==> src/fsfr_pkg.sv <==
`default_nettype none
package fsfr_pkg;

  localparam int unsigned PREAMBLE_LEN = 2;
  localparam int unsigned MATCH_W = 2;

  localparam logic [7:0] NEWLINE_CHAR = 8'h0A;
  localparam logic [8:0] FLETCHER_MOD = 9'd255;
  localparam logic [7:0] POS_MAX = 8'hFF;

  localparam logic [15:0] PREAMBLE_RESET = 16'h5500;
  localparam logic [7:0] DATA_TYPE_RESET = 8'h00;
  localparam logic [7:0] CAN_TYPE_RESET = 8'h01;
  localparam logic [7:0] STRING_TYPE_RESET = 8'h02;

  typedef enum logic [1:0] {
    REG_PREAMBLE    = 2'd0,
    REG_DATA_TYPE   = 2'd1,
    REG_CAN_TYPE    = 2'd2,
    REG_STRING_TYPE = 2'd3
  } reg_index_t;

  typedef enum logic [2:0] {
    PH_PREAMBLE = 3'd0,
    PH_TYPE     = 3'd1,
    PH_SEQ      = 3'd2,
    PH_LEN      = 3'd3,
    PH_DATA     = 3'd4,
    PH_CHK_LO   = 3'd5,
    PH_CHK_HI   = 3'd6,
    PH_STRING   = 3'd7
  } phase_t;

  typedef enum logic [1:0] {
    KIND_DATA   = 2'd0,
    KIND_CAN    = 2'd1,
    KIND_STRING = 2'd2
  } frame_kind_t;

  typedef struct packed {
    logic [15:0] preamble_bytes;
    logic [7:0]  data_type_code;
    logic [7:0]  can_type_code;
    logic [7:0]  string_type_code;
  } cfg_t;

  typedef struct packed {
    logic        payload_valid;
    logic [7:0]  payload_byte;
    logic [7:0]  payload_pos;
    logic        frame_end;
    logic        frame_good;
    frame_kind_t frame_kind;
    logic [7:0]  frame_seq;
    logic [7:0]  frame_len;
  } result_t;

endpackage
`default_nettype wire

==> src/fsfr_if.sv <==
`default_nettype none
interface fsfr_in_if;
  logic       valid;
  logic       ready;
  logic [7:0] rx_byte;

  modport source (output valid, output rx_byte, input ready);
  modport sink (input valid, input rx_byte, output ready);
endinterface

interface fsfr_out_if;
  logic       valid;
  logic       ready;
  logic       payload_valid;
  logic [7:0] payload_byte;
  logic [7:0] payload_pos;
  logic       frame_end;
  logic       frame_good;
  logic [1:0] frame_kind;
  logic [7:0] frame_seq;
  logic [7:0] frame_len;

  modport source (
    output valid, output payload_valid, output payload_byte, output payload_pos,
    output frame_end, output frame_good, output frame_kind, output frame_seq,
    output frame_len, input ready
  );
  modport sink (
    input valid, input payload_valid, input payload_byte, input payload_pos,
    input frame_end, input frame_good, input frame_kind, input frame_seq,
    input frame_len, output ready
  );
endinterface

interface fsfr_cfg_if;
  logic        valid;
  logic        ready;
  logic [1:0]  index;
  logic [15:0] data;

  modport source (output valid, output index, output data, input ready);
  modport sink (input valid, input index, input data, output ready);
endinterface
`default_nettype wire

==> src/serial_frame_receiver_fletcher16_top.sv <==
// A transferred byte waits in the input register, then its result is registered and offered.
// One byte per cycle unless the output stalls; an empty input register fills during a stall.
// Each byte gives exactly one result, set by the deframer state between the two registers.
// Reset (synchronous, active low) empties both registers, restores the register defaults
// and returns the deframer to preamble search.
`default_nettype none
module serial_frame_receiver_fletcher16_top
  import fsfr_pkg::*;
(
  input  wire logic  clk,
  input  wire logic  rst_n,
  fsfr_in_if.sink    in_ch,
  fsfr_out_if.source out_ch,
  fsfr_cfg_if.sink   cfg_ch
);

  cfg_t       cfg;
  result_t    res;
  result_t    out_data_r;
  logic       in_valid_r, in_valid_nxt;
  logic [7:0] in_byte_r;
  logic       out_valid_r, out_valid_nxt;
  logic       advance;

  assign advance = in_valid_r && (!out_valid_r || out_ch.ready);
  assign in_ch.ready = !in_valid_r || advance;

  always_comb begin
    in_valid_nxt = in_valid_r;
    if (in_ch.valid && in_ch.ready) begin
      in_valid_nxt = 1'b1;
    end else if (advance) begin
      in_valid_nxt = 1'b0;
    end
    out_valid_nxt = out_valid_r;
    if (advance) begin
      out_valid_nxt = 1'b1;
    end else if (out_ch.ready) begin
      out_valid_nxt = 1'b0;
    end
  end

  always_ff @(posedge clk) begin
    if (!rst_n) begin
      in_valid_r <= 1'b0;
      out_valid_r <= 1'b0;
    end else begin
      in_valid_r <= in_valid_nxt;
      out_valid_r <= out_valid_nxt;
    end
  end

  always_ff @(posedge clk) begin
    if (in_ch.valid && in_ch.ready) begin
      in_byte_r <= in_ch.rx_byte;
    end
    if (advance) begin
      out_data_r <= res;
    end
  end

  fsfr_cfg u_cfg (
    .clk    (clk),
    .rst_n  (rst_n),
    .cfg_ch (cfg_ch),
    .cfg    (cfg)
  );

  fsfr_core u_core (
    .clk     (clk),
    .rst_n   (rst_n),
    .step    (advance),
    .rx_byte (in_byte_r),
    .cfg     (cfg),
    .res     (res)
  );

  assign out_ch.valid = out_valid_r;
  assign out_ch.payload_valid = out_data_r.payload_valid;
  assign out_ch.payload_byte = out_data_r.payload_byte;
  assign out_ch.payload_pos = out_data_r.payload_pos;
  assign out_ch.frame_end = out_data_r.frame_end;
  assign out_ch.frame_good = out_data_r.frame_good;
  assign out_ch.frame_kind = out_data_r.frame_kind;
  assign out_ch.frame_seq = out_data_r.frame_seq;
  assign out_ch.frame_len = out_data_r.frame_len;

endmodule
`default_nettype wire

==> src/fsfr_cfg.sv <==
`default_nettype none
module fsfr_cfg
  import fsfr_pkg::*;
(
  input  wire logic  clk,
  input  wire logic  rst_n,
  fsfr_cfg_if.sink   cfg_ch,
  output cfg_t       cfg
);

  cfg_t cfg_r;
  cfg_t cfg_nxt;

  assign cfg_ch.ready = 1'b1;
  assign cfg = cfg_r;

  always_comb begin
    cfg_nxt = cfg_r;
    if (cfg_ch.valid) begin
      case (reg_index_t'(cfg_ch.index))
        REG_PREAMBLE:    cfg_nxt.preamble_bytes = cfg_ch.data;
        REG_DATA_TYPE:   cfg_nxt.data_type_code = cfg_ch.data[7:0];
        REG_CAN_TYPE:    cfg_nxt.can_type_code = cfg_ch.data[7:0];
        REG_STRING_TYPE: cfg_nxt.string_type_code = cfg_ch.data[7:0];
        default:         cfg_nxt = cfg_r;
      endcase
    end
  end

  always_ff @(posedge clk) begin
    if (!rst_n) begin
      cfg_r.preamble_bytes <= PREAMBLE_RESET;
      cfg_r.data_type_code <= DATA_TYPE_RESET;
      cfg_r.can_type_code <= CAN_TYPE_RESET;
      cfg_r.string_type_code <= STRING_TYPE_RESET;
    end else begin
      cfg_r <= cfg_nxt;
    end
  end

endmodule
`default_nettype wire

==> src/fsfr_core.sv <==
`default_nettype none
module fsfr_core
  import fsfr_pkg::*;
(
  input  wire logic       clk,
  input  wire logic       rst_n,
  input  wire logic       step,
  input  wire logic [7:0] rx_byte,
  input  wire cfg_t       cfg,
  output result_t         res
);

  phase_t               phase_r, phase_nxt;
  logic [MATCH_W-1:0]   matched_r, matched_nxt;
  frame_kind_t          kind_r, kind_nxt;
  logic [7:0]           seq_r, seq_nxt;
  logic [7:0]           len_r, len_nxt;
  logic [7:0]           count_r, count_nxt;
  logic [7:0]           sum_lo_r, sum_lo_nxt;
  logic [7:0]           sum_hi_r, sum_hi_nxt;
  logic [7:0]           chk_lo_r, chk_lo_nxt;

  logic                 pre_idx;
  logic [7:0]           pre_byte;
  logic [MATCH_W-1:0]   matched_inc;
  logic [8:0]           lo_add, lo_mod;
  logic [8:0]           hi_add, hi_mod;
  logic [7:0]           count_inc;

  assign pre_idx = (32'(matched_r) >= PREAMBLE_LEN) ? 1'b0 : matched_r[0];
  assign pre_byte = pre_idx ? cfg.preamble_bytes[15:8] : cfg.preamble_bytes[7:0];
  assign matched_inc = {{(MATCH_W-1){1'b0}}, pre_idx} + {{(MATCH_W-1){1'b0}}, 1'b1};

  assign lo_add = {1'b0, sum_lo_r} + {1'b0, rx_byte};
  assign lo_mod = (lo_add >= FLETCHER_MOD) ? lo_add - FLETCHER_MOD : lo_add;
  assign hi_add = {1'b0, sum_hi_r} + {1'b0, lo_mod[7:0]};
  assign hi_mod = (hi_add >= FLETCHER_MOD) ? hi_add - FLETCHER_MOD : hi_add;
  assign count_inc = count_r + 8'd1;

  always_comb begin
    phase_nxt = phase_r;
    matched_nxt = matched_r;
    kind_nxt = kind_r;
    seq_nxt = seq_r;
    len_nxt = len_r;
    count_nxt = count_r;
    sum_lo_nxt = sum_lo_r;
    sum_hi_nxt = sum_hi_r;
    chk_lo_nxt = chk_lo_r;
    res.payload_valid = 1'b0;
    res.payload_byte = 8'd0;
    res.payload_pos = 8'd0;
    res.frame_end = 1'b0;
    res.frame_good = 1'b0;

    case (phase_r)
      PH_PREAMBLE: begin
        if (rx_byte == pre_byte) begin
          matched_nxt = matched_inc;
        end else begin
          matched_nxt = '0;
        end
        if (32'(matched_nxt) >= PREAMBLE_LEN) begin
          matched_nxt = '0;
          phase_nxt = PH_TYPE;
        end
      end
      PH_TYPE: begin
        if (rx_byte == cfg.data_type_code) begin
          kind_nxt = KIND_DATA;
          phase_nxt = PH_SEQ;
        end else if (rx_byte == cfg.can_type_code) begin
          kind_nxt = KIND_CAN;
          phase_nxt = PH_SEQ;
        end else if (rx_byte == cfg.string_type_code) begin
          kind_nxt = KIND_STRING;
          count_nxt = 8'd0;
          phase_nxt = PH_STRING;
        end
      end
      PH_SEQ: begin
        seq_nxt = rx_byte;
        phase_nxt = PH_LEN;
      end
      PH_LEN: begin
        len_nxt = rx_byte;
        count_nxt = 8'd0;
        sum_lo_nxt = 8'd0;
        sum_hi_nxt = 8'd0;
        phase_nxt = (rx_byte == 8'd0) ? PH_CHK_LO : PH_DATA;
      end
      PH_DATA: begin
        res.payload_valid = 1'b1;
        res.payload_byte = rx_byte;
        res.payload_pos = count_r;
        sum_lo_nxt = lo_mod[7:0];
        sum_hi_nxt = hi_mod[7:0];
        count_nxt = count_inc;
        if (count_inc >= len_r) begin
          phase_nxt = PH_CHK_LO;
        end
      end
      PH_CHK_LO: begin
        chk_lo_nxt = rx_byte;
        phase_nxt = PH_CHK_HI;
      end
      PH_CHK_HI: begin
        res.frame_end = 1'b1;
        res.frame_good = (chk_lo_r == sum_lo_r) && (rx_byte == sum_hi_r);
        phase_nxt = PH_PREAMBLE;
      end
      PH_STRING: begin
        if (rx_byte != NEWLINE_CHAR) begin
          res.payload_valid = 1'b1;
          res.payload_byte = rx_byte;
          res.payload_pos = count_r;
          if (count_r != POS_MAX) begin
            count_nxt = count_inc;
          end
        end else begin
          res.frame_end = 1'b1;
          res.frame_good = 1'b1;
          phase_nxt = PH_PREAMBLE;
        end
      end
      default: begin
        phase_nxt = PH_PREAMBLE;
      end
    endcase

    res.frame_kind = kind_nxt;
    res.frame_seq = (kind_nxt == KIND_STRING) ? 8'd0 : seq_nxt;
    res.frame_len = (kind_nxt == KIND_STRING) ? 8'd0 : len_nxt;
  end

  always_ff @(posedge clk) begin
    if (!rst_n) begin
      phase_r <= PH_PREAMBLE;
      matched_r <= '0;
      kind_r <= KIND_DATA;
      seq_r <= 8'd0;
      len_r <= 8'd0;
      count_r <= 8'd0;
      sum_lo_r <= 8'd0;
      sum_hi_r <= 8'd0;
    end else if (step) begin
      phase_r <= phase_nxt;
      matched_r <= matched_nxt;
      kind_r <= kind_nxt;
      seq_r <= seq_nxt;
      len_r <= len_nxt;
      count_r <= count_nxt;
      sum_lo_r <= sum_lo_nxt;
      sum_hi_r <= sum_hi_nxt;
    end
  end

  always_ff @(posedge clk) begin
    if (step) begin
      chk_lo_r <= chk_lo_nxt;
    end
  end

endmodule
`default_nettype wire

==> src/flat_wrapper.sv <==
// flat-port wrapper written by rule: the top's interface ports become plain ports
module serial_frame_receiver_fletcher16_top_flat import fsfr_pkg::*;
  (clk, rst_n, in_ch_valid, in_ch_rx_byte, in_ch_ready, out_ch_valid, out_ch_payload_valid, out_ch_payload_byte, out_ch_payload_pos, out_ch_frame_end, out_ch_frame_good, out_ch_frame_kind, out_ch_frame_seq, out_ch_frame_len, out_ch_ready, cfg_ch_valid, cfg_ch_index, cfg_ch_data, cfg_ch_ready);
  fsfr_in_if in_ch_i ();
  fsfr_out_if out_ch_i ();
  fsfr_cfg_if cfg_ch_i ();
  input  wire logic clk;
  input  wire logic rst_n;
  input wire logic [$bits(in_ch_i.valid)-1:0] in_ch_valid;
  input wire logic [$bits(in_ch_i.rx_byte)-1:0] in_ch_rx_byte;
  output wire logic [$bits(in_ch_i.ready)-1:0] in_ch_ready;
  output wire logic [$bits(out_ch_i.valid)-1:0] out_ch_valid;
  output wire logic [$bits(out_ch_i.payload_valid)-1:0] out_ch_payload_valid;
  output wire logic [$bits(out_ch_i.payload_byte)-1:0] out_ch_payload_byte;
  output wire logic [$bits(out_ch_i.payload_pos)-1:0] out_ch_payload_pos;
  output wire logic [$bits(out_ch_i.frame_end)-1:0] out_ch_frame_end;
  output wire logic [$bits(out_ch_i.frame_good)-1:0] out_ch_frame_good;
  output wire logic [$bits(out_ch_i.frame_kind)-1:0] out_ch_frame_kind;
  output wire logic [$bits(out_ch_i.frame_seq)-1:0] out_ch_frame_seq;
  output wire logic [$bits(out_ch_i.frame_len)-1:0] out_ch_frame_len;
  input wire logic [$bits(out_ch_i.ready)-1:0] out_ch_ready;
  input wire logic [$bits(cfg_ch_i.valid)-1:0] cfg_ch_valid;
  input wire logic [$bits(cfg_ch_i.index)-1:0] cfg_ch_index;
  input wire logic [$bits(cfg_ch_i.data)-1:0] cfg_ch_data;
  output wire logic [$bits(cfg_ch_i.ready)-1:0] cfg_ch_ready;
  assign in_ch_i.valid = in_ch_valid;
  assign in_ch_i.rx_byte = in_ch_rx_byte;
  assign in_ch_ready = in_ch_i.ready;
  assign out_ch_valid = out_ch_i.valid;
  assign out_ch_payload_valid = out_ch_i.payload_valid;
  assign out_ch_payload_byte = out_ch_i.payload_byte;
  assign out_ch_payload_pos = out_ch_i.payload_pos;
  assign out_ch_frame_end = out_ch_i.frame_end;
  assign out_ch_frame_good = out_ch_i.frame_good;
  assign out_ch_frame_kind = out_ch_i.frame_kind;
  assign out_ch_frame_seq = out_ch_i.frame_seq;
  assign out_ch_frame_len = out_ch_i.frame_len;
  assign out_ch_i.ready = out_ch_ready;
  assign cfg_ch_i.valid = cfg_ch_valid;
  assign cfg_ch_i.index = cfg_ch_index;
  assign cfg_ch_i.data = cfg_ch_data;
  assign cfg_ch_ready = cfg_ch_i.ready;
  serial_frame_receiver_fletcher16_top u_core (.clk(clk), .rst_n(rst_n), .in_ch(in_ch_i), .out_ch(out_ch_i), .cfg_ch(cfg_ch_i));
endmodule
==> config.mk <==
export PLATFORM = sky130hd
export DESIGN_NAME = serial_frame_receiver_fletcher16_top_flat
export DESIGN_NICKNAME = d
export VERILOG_FILES = /design/src/fsfr_pkg.sv /design/src/fsfr_if.sv /design/src/serial_frame_receiver_fletcher16_top.sv /design/src/fsfr_cfg.sv /design/src/fsfr_core.sv /design/src/flat_wrapper.sv
export SDC_FILE = /design/constraint.sdc
export NUM_CORES = 1
export LEC_CHECK = 0
export BUFFER_PORTS_ARGS = -buffer_cell sky130_fd_sc_hd__buf_2
export CORE_AREA = 2 2 121 123
export DETAILED_ROUTE_END_ITERATION = 12
export DIE_AREA = 0 0 123 125
export MAX_ROUTING_LAYER = met4
export PLACE_DENSITY = 0.74
export SLEW_MARGIN = 25
export SYNTH_ARGS = -nofsm -noshare
export SYNTH_HDL_FRONTEND = slang
export SYNTH_SLANG_ARGS = --single-unit
==> constraint.sdc <==
create_clock -name clk -period 7.3 [get_ports clk]
set_input_delay 1.46 -clock clk [delete_from_list [all_inputs] [get_ports clk]]
set_output_delay 1.46 -clock clk [all_outputs]
set_load 0.03 [all_outputs]
==> metrics.txt, run 1 <==
H-tree Lvls=4; Final nets=968; die area=15400 um2; Mapped Area=7580 um2; # DRC=0; TritonCTS clock tree=yes; Post-Synthesis Cells=856; gpl congestion=0.914; area grow syn2layout=13.0%; wire length per cell=16.2 um; Synth Net Count=916; Tmin final=5.24 ns; Synth top area share=0.235; IO Count=71; leakage power figure=3.34 nW; Initial DRT Pass Iterations=5; critical path class=flip-flop to flip-flop; Core Area=14200 um2; Seq cells post-synth=142; layout cell share with drive strength beyond 1=0.125; max_cap viols=0; Hold/Removal Path Class=flip-flop to flip-flop; deepest clock path buffer count=2; initial core utilization=0.534; number of synthesized flops with an enable pin=53; width of the die=123 um; clock buffer count from CTS=17; Reg2Reg Launch Point=u_core.in_byte_r[0]$_DFFE_PP_; Fin Clk Skew=0.0103 ns; Ys Warns=0; initial antenna violation count=0; relative slew slack=0.301; RSZ-0062 raised after global routing=false; input/output buffers=69; Ant. Diodes=0; Avg Inst Size Synth=8.86 um2; Hold Buf Count CTS=0; worst-skew pair later-pin latency=0.42 ns; gr usage total=0.250; antenna viol nets, final=0; final-report max-slew violation count=0; kind of end point of the critical path=flip-flop; Fin. Hold Viols=0; CTS clock-pin slew for the worst setup and hold paths=0.06 ns; CTS Sinks=142; Critical Path Source=u_core.in_byte_r[0]$_DFFE_PP_; final setup TNS=0 ns; final cycle utilization of the critical path=0.718; post-CTS setup buffer count=0; pwr dens=209 nW/um2; routed vias/inst=5.71; ranking of synthesized cells by area=dfxtp_1 (23%), edfxtp_1 (21%), nand2_1 (8.0%); grt ovf=0; Die Y=125 um; Synth top cells by count=nand2_1 (162), a21oi_1 (90), dfxtp_1 (89); Total Wirelength=17900 um; Design Power=1.79 mW; fmax=191 MHz; global-route wire length before repair=29200 um; hold path start=u_core.u_core.seq_r[7]$_SDFFE_PN0P_; Critical Path RT=7.59 ns; setup violators final=0; area leader, netlist=dfxtp_1; Gates resized, CTS repair=0; vias in the first global route=5865; Crit Path Max Fanout=15; startpoint types=flip-flop; 1st-iter DRT viols=479; CTS Root Buffer Type=clkbuf_16; dpl hpwl=12400 um; largest net degree at the start of global routing=61; number of distinct library cells after synthesis=67; most frequent cell after synthesis=nand2_1; async set-or-reset flop fraction in the synthesized netlist=0; final hold slack=0.454 ns; routed via count=6315; Synth Flop Type=dfxtp_1; Seq/Total Area, Yosys=0.445; # rows=44; status=finished, final reports clean; Least-Margin Pin Slew=1.04 ns; Max IR drop VDD=0.147 mV; Critical Path AT=5.53 ns
stage by stage:
stage,instance area (um2),cells,utilization,setup WS [ns]
global placement,8020,1073,0.565,2.23
global route,8570,1105,0.603,1.57
floorplan,7580,856,-,2.83
detailed placement,8020,1073,0.565,2.12
CTS,8560,1105,0.602,2.13
finish,8570,1105,0.603,2.06
worst max-delay path: stages (launching register included):
cell,delay [ns]
edfxtp_1,0.68
ha_1,0.37
fa_1,0.43
a21o_1,0.20
a221oi_2,0.35
xor2_1,0.17
a211oi_2,0.32
a31oi_4,0.16
xnor2_1,0.23
ha_1,0.22
inv_1,0.07
fa_1,0.43
nor2b_1,0.17
o31ai_1,0.10
xnor2_1,0.22
nor3_1,0.28
nand3_1,0.17
o21ai_0,0.38
o221ai_1,0.15
state kept, by name, indices dropped and copies added, names as in the netlist, 2 cells and up:
| register | cells |
|---|---|
| u_core.u_core.count_r | 8 |
| u_core.u_cfg.cfg | 40 |
| u_core.out_ch.frame_seq | 8 |
| u_core.u_core.sum_hi_r | 8 |
| u_core.u_core.seq_r | 8 |
| u_core.u_core.phase_r | 3 |
| u_core.out_ch.frame_len | 8 |
| u_core.out_ch.payload_byte | 8 |
| u_core.u_core.matched_r | 2 |
| u_core.u_core.chk_lo_r | 8 |
| u_core.out_ch.frame_kind | 2 |
| u_core.in_byte_r | 8 |
| u_core.out_ch.payload_pos | 8 |
| u_core.u_core.len_r | 8 |
| u_core.u_core.kind_r | 2 |
| u_core.u_core.sum_lo_r | 8 |
worst paths after layout:
kind / slack (ns) / endpoint / cells after the start
max: 2.06 / u_core.u_core.sum_hi_r[1]$_SDFFE_PN0P_ / 18
min: 0.45 / u_core.u_core.seq_r[7]$_SDFFE_PN0P_ / 2
max reg2reg: 2.06 / u_core.u_core.sum_hi_r[1]$_SDFFE_PN0P_ / 18
min reg2reg: 0.45 / u_core.u_core.seq_r[7]$_SDFFE_PN0P_ / 2
per-layer routing:
metal,GRT usage,vias up,wire length (um)
met2,0.377,194,8520
met4,0.113,0,545
met3,0.0461,39,982
li1,-,3129,-
met5,-,-,0
met1,0.327,2953,7880
logic make-up after synthesis:
| group | count (synthesis) | synth area share |
|---|---|---|
| other | 1 | 0.000494 |
| AND/OR/NAND/NOR | 332 | 0.200 |
| multiplexers | 19 | 0.0252 |
| XOR/XNOR | 64 | 0.0739 |
| flip-flops | 142 | 0.445 |
| buffers and inverters | 68 | 0.0368 |
| AO/OA/AOI/OAI | 201 | 0.169 |
| adder cells (fa/ha/maj) | 29 | 0.0498 |
where the power goes:
group          internal, mW  switching [mW]  leakage [nW]
sequential            0.841          0.0242          1.22
combinational        0.0476          0.0859          1.87
clock                 0.465           0.326         0.248
total                  1.35           0.436          3.34
area by class of cell:
cell class                      instances  area [um2]
Fill cell                            1284        5630
Multi-Input combinational cell        646        3950
Sequential cell                       142        3370
Clock buffer                           21         440
Timing Repair Buffer                   73         375
Tap cell                              184         230
Inverter                               28         106
Clock inverter                         11        95.1
layout by cell type, fill, tap and decap left out, drive strengths merged, types with 8 or more instances in the layout:
| master | Yosys | final |
|---|---|---|
| xor2 | 30 | 30 |
| nand2 | 162 | 162 |
| mux2i | 18 | 18 |
| nor2 | 47 | 47 |
| nor3 | 13 | 13 |
| clkinv | 1 | 8 |
| inv | 27 | 26 |
| xnor2 | 34 | 34 |
| clkbuf | 27 | 21 |
| and2 | 19 | 19 |
| nand4 | 8 | 8 |
| nor4 | 8 | 8 |
| edfxtp | 53 | 53 |
| o21ai | 35 | 35 |
| a21oi | 90 | 90 |
| dfxtp | 89 | 89 |
| nand3 | 33 | 33 |
| nor2b | 9 | 9 |
| buf | 13 | 73 |
| and3 | 9 | 9 |
| nand2b | 9 | 9 |
| o21a | 9 | 9 |
| ha | 27 | 27 |
Power figures use the tool's default switching activity.
==> run 2, diff against run 1 <==
Clock period 7.3 ns to 5.3 ns, I/O delays scaled along.
==> run 2 against run 1 <==
- cell area up 1.2%
- global-route usage up 0.15 points
- first-iteration DRC count up 18%
==> metrics.txt, run 2 (synthesis results as in run 1) <==
status=finished, final reports clean (unchanged); startpoint types=flip-flop (unchanged); routed vias/inst=5.69 (was 5.71); # rows=44 (unchanged); gpl congestion=0.887 (was 0.914); CTS Root Buffer Type=clkbuf_16 (unchanged); Final nets=977 (was 968); CTS clock-pin slew for the worst setup and hold paths=0.06 ns (about the same); commonest cells after routing, fill and taps aside=nand2_1 (162), a21oi_1 (90), dfxtp_1 (89) (unchanged); area grow syn2layout=14.4% (was 13.0%); dpl hpwl=12500 um (was 12400 um); # DRC=0 (unchanged); largest net degree at the start of global routing=61 (unchanged); R2R depth=18 (unchanged); setup violators final=0 (unchanged); deepest clock path buffer count=2 (unchanged); TritonCTS clock tree=yes (unchanged); worst-skew pair later-pin latency=0.43 ns (was 0.42 ns); antenna viol nets, final=0 (unchanged); Gates resized, CTS repair=0 (unchanged); Critical Path RT=5.59 ns (was 7.59 ns); Hold Buf Count CTS=0 (unchanged); Core Area=14200 um2 (unchanged); combinational fraction of design power=0.084 (was 0.075); RSZ-0062 raised after global routing=false (unchanged); max_cap viols=0 (unchanged); Least-Margin Pin Slew=0.686 ns (was 1.04 ns); global-route wire length before repair=29300 um (was 29200 um); leakage power figure=3.42 nW (was 3.34 nW); 1st-iter DRT viols=566 (was 479); Max IR drop VDD=0.266 mV (was 0.147 mV); wire length per cell=16.3 um (was 16.2 um); clock power share=0.454 (was 0.442); final cycle utilization of the critical path=0.913 (was 0.718); sw frac=0.240 (was 0.244); Fin. Hold Viols=0 (unchanged); relative slew slack=0.542 (was 0.301); routed via count=6328 (was 6315); layout cell share with drive strength beyond 1=0.138 (was 0.125); Crit Path Max Fanout=6 (was 15); initial antenna violation count=0 (unchanged); final-report max-slew violation count=0 (unchanged); Tmin final=4.84 ns (was 5.24 ns); Critical Path AT=5.13 ns (was 5.53 ns); initial core utilization=0.534 (unchanged); pwr dens=292 nW/um2 (was 209 nW/um2); grt ovf=0 (unchanged); Ant. Diodes=0 (unchanged); switching power=0.606 mW (was 0.436 mW); H-tree Lvls=4 (unchanged); Initial DRT Pass Iterations=5 (unchanged); Fin Clk Skew=0.00953 ns (was 0.0103 ns); dpl ws=0.492 ns (was 2.12 ns); CTS Sinks=142 (unchanged); die area=15400 um2 (unchanged); Worst Slack Setup Final=0.459 ns (was 2.06 ns); clock buffer count from CTS=17 (unchanged); Total Wirelength=18100 um (was 17900 um); gr usage total=0.252 (was 0.250); IO Count=71 (unchanged); hold path depth=2 (unchanged); Die Y=125 um (unchanged); sequential share of power=0.462 (was 0.484); post-CTS setup buffer count=0 (unchanged); width of the die=123 um (unchanged); fmax=207 MHz (was 191 MHz); commonest non-fill, non-tap cell in the layout=nand2_1 (unchanged); fillers=1251 (was 1284); P_int=1.92 mW (was 1.35 mW); Hold/Removal Path Class=flip-flop to flip-flop (unchanged); kind of end point of the critical path=flip-flop (unchanged); max reg flops=40 (unchanged); final setup TNS=0 ns (unchanged); vias in the first global route=5724 (was 5865); input/output buffers=69 (unchanged); critical path class=flip-flop to flip-flop (unchanged)
==> run 2: worst max-delay path, cell delays in order, from the launching register on <==
cell	delay, ns
edfxtp_1	0.39
ha_1	0.24
fa_1	0.43
a21o_1	0.20
a221oi_2	0.34
xor2_1	0.18
a211oi_2	0.33
a31oi_4	0.16
xnor2_1	0.28
ha_1	0.24
inv_1	0.06
fa_1	0.42
nor2b_1	0.18
o31ai_1	0.12
xnor2_2	0.19
nor3_1	0.28
nand3_1	0.16
o21ai_0	0.33
o221ai_1	0.15
==> run 2: path summary, 6_finish.rpt <==
check	from	to	slack [ns]
setup / recovery	u_core.in_byte_r[0]$_DFFE_PP_	u_core.u_core.sum_hi_r[1]$_SDFFE_PN0P_	0.46
hold / removal	u_core.u_cfg.cfg[26]$_SDFFE_PN0P_	u_core.u_cfg.cfg[26]$_SDFFE_PN0P_	0.45
setup reg to reg	u_core.in_byte_r[0]$_DFFE_PP_	u_core.u_core.sum_hi_r[1]$_SDFFE_PN0P_	0.46
hold reg to reg	u_core.u_cfg.cfg[26]$_SDFFE_PN0P_	u_core.u_cfg.cfg[26]$_SDFFE_PN0P_	0.45
==> run 2: area by class of cell <==
type | instances | area, um2 | area share
clock inverter | 12 | 120 | 0.0138
timing repair buffer | 82 | 443 | 0.0511
tap | 184 | 230 | 0.0265
clock buffer | 19 | 443 | 0.0511
inverter | 28 | 105 | 0.0121
sequential | 142 | 3370 | 0.389
multi-input combinational | 646 | 3960 | 0.457
==> run 2: power groups by stage <==
stage / sequential, mW / clock [mW] / combinational [mW]
5_1_grt: 1.17 / 1.20 / 0.231
3_5_place_dp: 1.19 / 0 / 0.209
2_1_floorplan: 1.22 / 0 / 0.122
3_3_place_gp: 1.19 / 0 / 0.206
4_1_cts: 1.17 / 1.16 / 0.210
6_report: 1.17 / 1.15 / 0.212
==> run 2: metal layers <==
metal	vias up	share of wire	track usage
li1	3154	-	-
met2	227	0.47	0.368
met5	-	0	-
met3	31	0.063	0.0525
met4	0	0.026	0.107
met1	2916	0.44	0.339
==> run 2: metrics by stage <==
stage	total power [mW]	std cells	utilization	cell area, um2	hold slack [ns]
floorplan	1.34	856	-	7580	0.427
global placement	1.40	1082	0.570	8090	0.437
detailed placement	1.40	1082	0.570	8090	0.443
CTS	2.54	1113	0.609	8650	0.450
global route	2.61	1113	0.611	8680	0.475
finish	2.53	1113	0.611	8680	0.455
==> run 3, diff against run 2 <==
Settings changed: CORE_AREA 2 2 121 123 to 2 2 122 124, DIE_AREA 0 0 123 125 to 0 0 124 126, PLACE_DENSITY 0.74 to 0.73, SYNTH_HIERARCHICAL from default to 1.
==> run 3 against run 2 <==
- cell count is 3.3% lower
- critical path depth is the same
- sequential power barely moved
- highest routed layer unchanged
- synthesized cell count fell by 4.3%
- critical endpoint is now u_core/u_core/sum_hi_r[4]$_SDFFE_PN0P_
==> metrics.txt, run 3 <==
Worst path max stage delay=0.49 ns (was 0.43 ns); routed vias/inst=5.65 (was 5.69); number of synthesized flops with an enable pin=53 (unchanged); Gates resized, CTS repair=0 (unchanged); Total Wirelength=17700 um (was 18100 um); status=finished, final reports clean (unchanged); Synth top area share=0.231 (was 0.235); Fin. Hold Viols=0 (unchanged); Max IR drop VDD=0.365 mV (was 0.266 mV); Ant. Diodes=0 (unchanged); final setup TNS=0 ns (unchanged); R2R Path End=u_core/u_core/sum_hi_r[4]$_SDFFE_PN0P_ (was u_core.u_core.sum_hi_r[1]$_SDFFE_PN0P_); die area=15600 um2 (was 15400 um2); deepest clock path buffer count=2 (unchanged); RSZ-0062 raised after global routing=false (unchanged); post-CTS setup buffer count=0 (unchanged); ranking of synthesized cells by area=dfxtp_1 (23%), edfxtp_1 (21%), nand2_1 (7.5%) (was dfxtp_1 (23%), edfxtp_1 (21%), nand2_1 (8.0%)); Critical Path AT=5.36 ns (was 5.13 ns); GRT met2 Usage=0.369 (was 0.368); max_cap viols=0 (unchanged); dpl ws=0.371 ns (was 0.492 ns); startpoint types=flip-flop (unchanged); Initial DRT Pass Iterations=4 (was 5); wire length per cell=16.4 um (was 16.3 um); CTS Root Buffer Type=clkbuf_16 (unchanged); R2R depth=18 (unchanged); input/output buffers=69 (unchanged); Tmin final=4.99 ns (was 4.84 ns); # DRC=0 (unchanged); Least-Margin Pin Slew=0.917 ns (was 0.686 ns); worst-skew pair later-pin latency=0.43 ns (about the same); final-report max-slew violation count=0 (unchanged); gr usage total=0.242 (was 0.252); max reg flops=40 (unchanged); gpl congestion=0.933 (was 0.887); Hold Buf Count CTS=0 (unchanged); hold path depth=2 (unchanged); Synth Net Count=879 (was 916); Critical Path RT=5.67 ns (was 5.59 ns); Hold/Removal Path Class=flip-flop to flip-flop (unchanged); final cycle utilization of the critical path=0.941 (was 0.913); worst path cell trace=ha_1, fa_1, a21o_1, a21oi_1, xnor2_1, nor4_2, a31oi_1, xnor2_1, ha_1, inv_1, fa_1, and2b_4, o221ai_2, a211o_1, a2111oi_4, a21oi_2, or3_1, nand3_1 (was ha_1, fa_1, a21o_1, a221oi_2, xor2_1, a211oi_2, a31oi_4, xnor2_1, ha_1, inv_1, fa_1, nor2b_1, o31ai_1, xnor2_2, nor3_1, nand3_1, o21ai_0, o221ai_1); commonest non-fill, non-tap cell in the layout=nand2_1 (unchanged); Ys Warns=6 (was 0); Seq/Total Area, Yosys=0.438 (was 0.445); # rows=44 (unchanged); combinational fraction of design power=0.086 (was 0.084); switching power=0.590 mW (was 0.606 mW); Worst Slack Setup Final=0.313 ns (was 0.459 ns); Seq cells post-synth=142 (unchanged); vias in the first global route=5632 (was 5724); CP Capture Point=u_core/u_core/sum_hi_r[4]$_SDFFE_PN0P_ (was u_core.u_core.sum_hi_r[1]$_SDFFE_PN0P_); Reg2Reg Launch Point=u_core/in_byte_r[0]$_DFFE_PP_ (was u_core.in_byte_r[0]$_DFFE_PP_); antenna viol nets, final=0 (unchanged); clock buffer count from CTS=17 (unchanged); async set-or-reset flop fraction in the synthesized netlist=0 (unchanged); global-route wire length before repair=28400 um (was 29300 um); dpl hpwl=12000 um (was 12500 um); number of distinct library cells after synthesis=73 (was 67); largest net degree at the start of global routing=62 (was 61); CTS Sinks=142 (unchanged); pwr dens=283 nW/um2 (was 292 nW/um2); kind of end point of the critical path=flip-flop (unchanged); Post-Synthesis Cells=819 (was 856); initial antenna violation count=0 (unchanged); Die Y=126 um (was 125 um); sw frac=0.239 (was 0.240); Final nets=939 (was 977); global routing's busiest layer=met2 (unchanged); grt ovf=0 (unchanged); Crit-path slowest cell=a2111oi_4 (was fa_1); Crit Path Max Fanout=5 (was 6); Crit path depth=18 (unchanged); CP top delay family=compound AO/OA/AOI/OAI gates (unchanged); Critical Path Source=u_core/in_byte_r[0]$_DFFE_PP_ (was u_core.in_byte_r[0]$_DFFE_PP_); setup violators final=0 (unchanged); Synth top cells by count=nand2_1 (154), dfxtp_1 (89), a21oi_1 (61) (was nand2_1 (162), a21oi_1 (90), dfxtp_1 (89)); Worst R2R Setup Slack=0.31 ns (was 0.46 ns); commonest cells after routing, fill and taps aside=nand2_1 (154), dfxtp_1 (89), buf_2 (69) (was nand2_1 (162), a21oi_1 (90), dfxtp_1 (89)); P_int=1.88 mW (was 1.92 mW); TritonCTS clock tree=yes (unchanged); 1st-iter DRT viols=403 (was 566); area grow syn2layout=13.3% (was 14.4%); relative slew slack=0.386 (was 0.542); H-tree Lvls=4 (unchanged); layout cell share with drive strength beyond 1=0.146 (was 0.138); Synth Flop Type=dfxtp_1 (unchanged); Buf/Inv on CP=1 (unchanged); leakage power figure=3.53 nW (was 3.42 nW); area leader, netlist=dfxtp_1 (unchanged); Core Area=14300 um2 (was 14200 um2); fmax=201 MHz (was 207 MHz); Fin Clk Skew=0.00772 ns (was 0.00953 ns); initial core utilization=0.538 (was 0.534); routed via count=6080 (was 6328); width of the die=124 um (was 123 um); Avg Inst Size Synth=9.41 um2 (was 8.86 um2); most frequent cell after synthesis=nand2_1 (unchanged); sequential share of power=0.474 (was 0.462); critical path class=flip-flop to flip-flop (unchanged); routing usage on met3=0.0476 (was 0.0525); CTS clock-pin slew for the worst setup and hold paths=0.06 ns (about the same); clock power share=0.439 (was 0.454); IO Count=71 (unchanged); Mapped Area=7710 um2 (was 7580 um2); GRT met1 Usage=0.324 (was 0.339)
[run 3: cell types whose count changed in the layout (fill, tap and decap cells not counted), moves of 8 or more]
cell | before | now
o21ai_0 | 35 | 16
a21oi_1 | 90 | 60
and2_1 | 19 | 27
mux2i_1 | 18 | 48
nand3_1 | 33 | 19
o21ai_1 | 0 | 11
nand2_1 | 162 | 154
nor2_1 | 46 | 24
[run 3: worst min path at each step]
stage	slack, ns	start	end
after floorplan	0.43	u_core/u_cfg/cfg[33]$_SDFFE_PN0P_	u_core/u_cfg/cfg[33]$_SDFFE_PN0P_
after detailed placement	0.45	u_core/u_cfg/cfg[24]$_SDFFE_PN0P_	u_core/u_cfg/cfg[24]$_SDFFE_PN0P_
after CTS	0.46	u_core/u_core/seq_r[5]$_SDFFE_PN0P_	u_core/u_core/seq_r[5]$_SDFFE_PN0P_
final	0.45	u_core/u_core/seq_r[5]$_SDFFE_PN0P_	u_core/u_core/seq_r[5]$_SDFFE_PN0P_
after global placement	0.44	u_core/u_cfg/cfg[29]$_SDFFE_PN0P_	u_core/u_cfg/cfg[29]$_SDFFE_PN0P_
after global routing	0.47	u_core/u_core/seq_r[2]$_SDFFE_PN0P_	u_core/u_core/seq_r[2]$_SDFFE_PN0P_
[run 3: power groups by stage]
stage	combinational (mW)	clock, mW	sequential (mW)
after floorplan	0.128	0	1.22
after global placement	0.209	0	1.19
after global routing	0.232	1.14	1.17
after detailed placement	0.211	0	1.20
final	0.214	1.09	1.17
after CTS	0.213	1.10	1.17
[run 3: area by class of cell]
cell class | instances | area [um2]
multi-input cells | 609 | 4050
repair buffers | 83 | 450
flip-flops and latches | 142 | 3370
fillers | 1284 | 5580
clock buffers | 24 | 462
well taps | 184 | 230
clock inverters | 8 | 67.6
inverters | 26 | 97.6
[run 3: tightest hold or removal path, stage by stage, from the launching register on]
cell     delay [ns]
dfxtp_1        0.30
nand2_1        0.05
a21oi_1        0.05
[run 3: cell families after synthesis]
group	count (synthesis)	synth area share
AND/OR/NAND/NOR	298	0.192
adder cells (fa/ha/maj)	29	0.0490
AO/OA/AOI/OAI	164	0.139
buffers and inverters	68	0.0404
XOR/XNOR	67	0.0761
multiplexers	50	0.0653
flip-flops	142	0.438
other	1	0.000487
[run 3: through the flow]
step / hold slack [ns] / instance area (um2) / util / power, mW / instances
3_3_place_gp: 0.443 / 8190 / 0.572 / 1.40 / 1044
6_report: 0.454 / 8730 / 0.610 / 2.47 / 1076
3_5_place_dp: 0.448 / 8190 / 0.572 / 1.41 / 1044
2_1_floorplan: 0.434 / 7710 / - / 1.35 / 819
5_1_grt: 0.470 / 8730 / 0.610 / 2.55 / 1076
4_1_cts: 0.456 / 8720 / 0.609 / 2.49 / 1076
[run 3: per-layer routing]
layer / wire length (um) / up-vias
li1: - / 3023
met1: 8330 / 2853
met2: 8160 / 171
met3: 842 / 33
met4: 341 / 0
met5: 0 / -
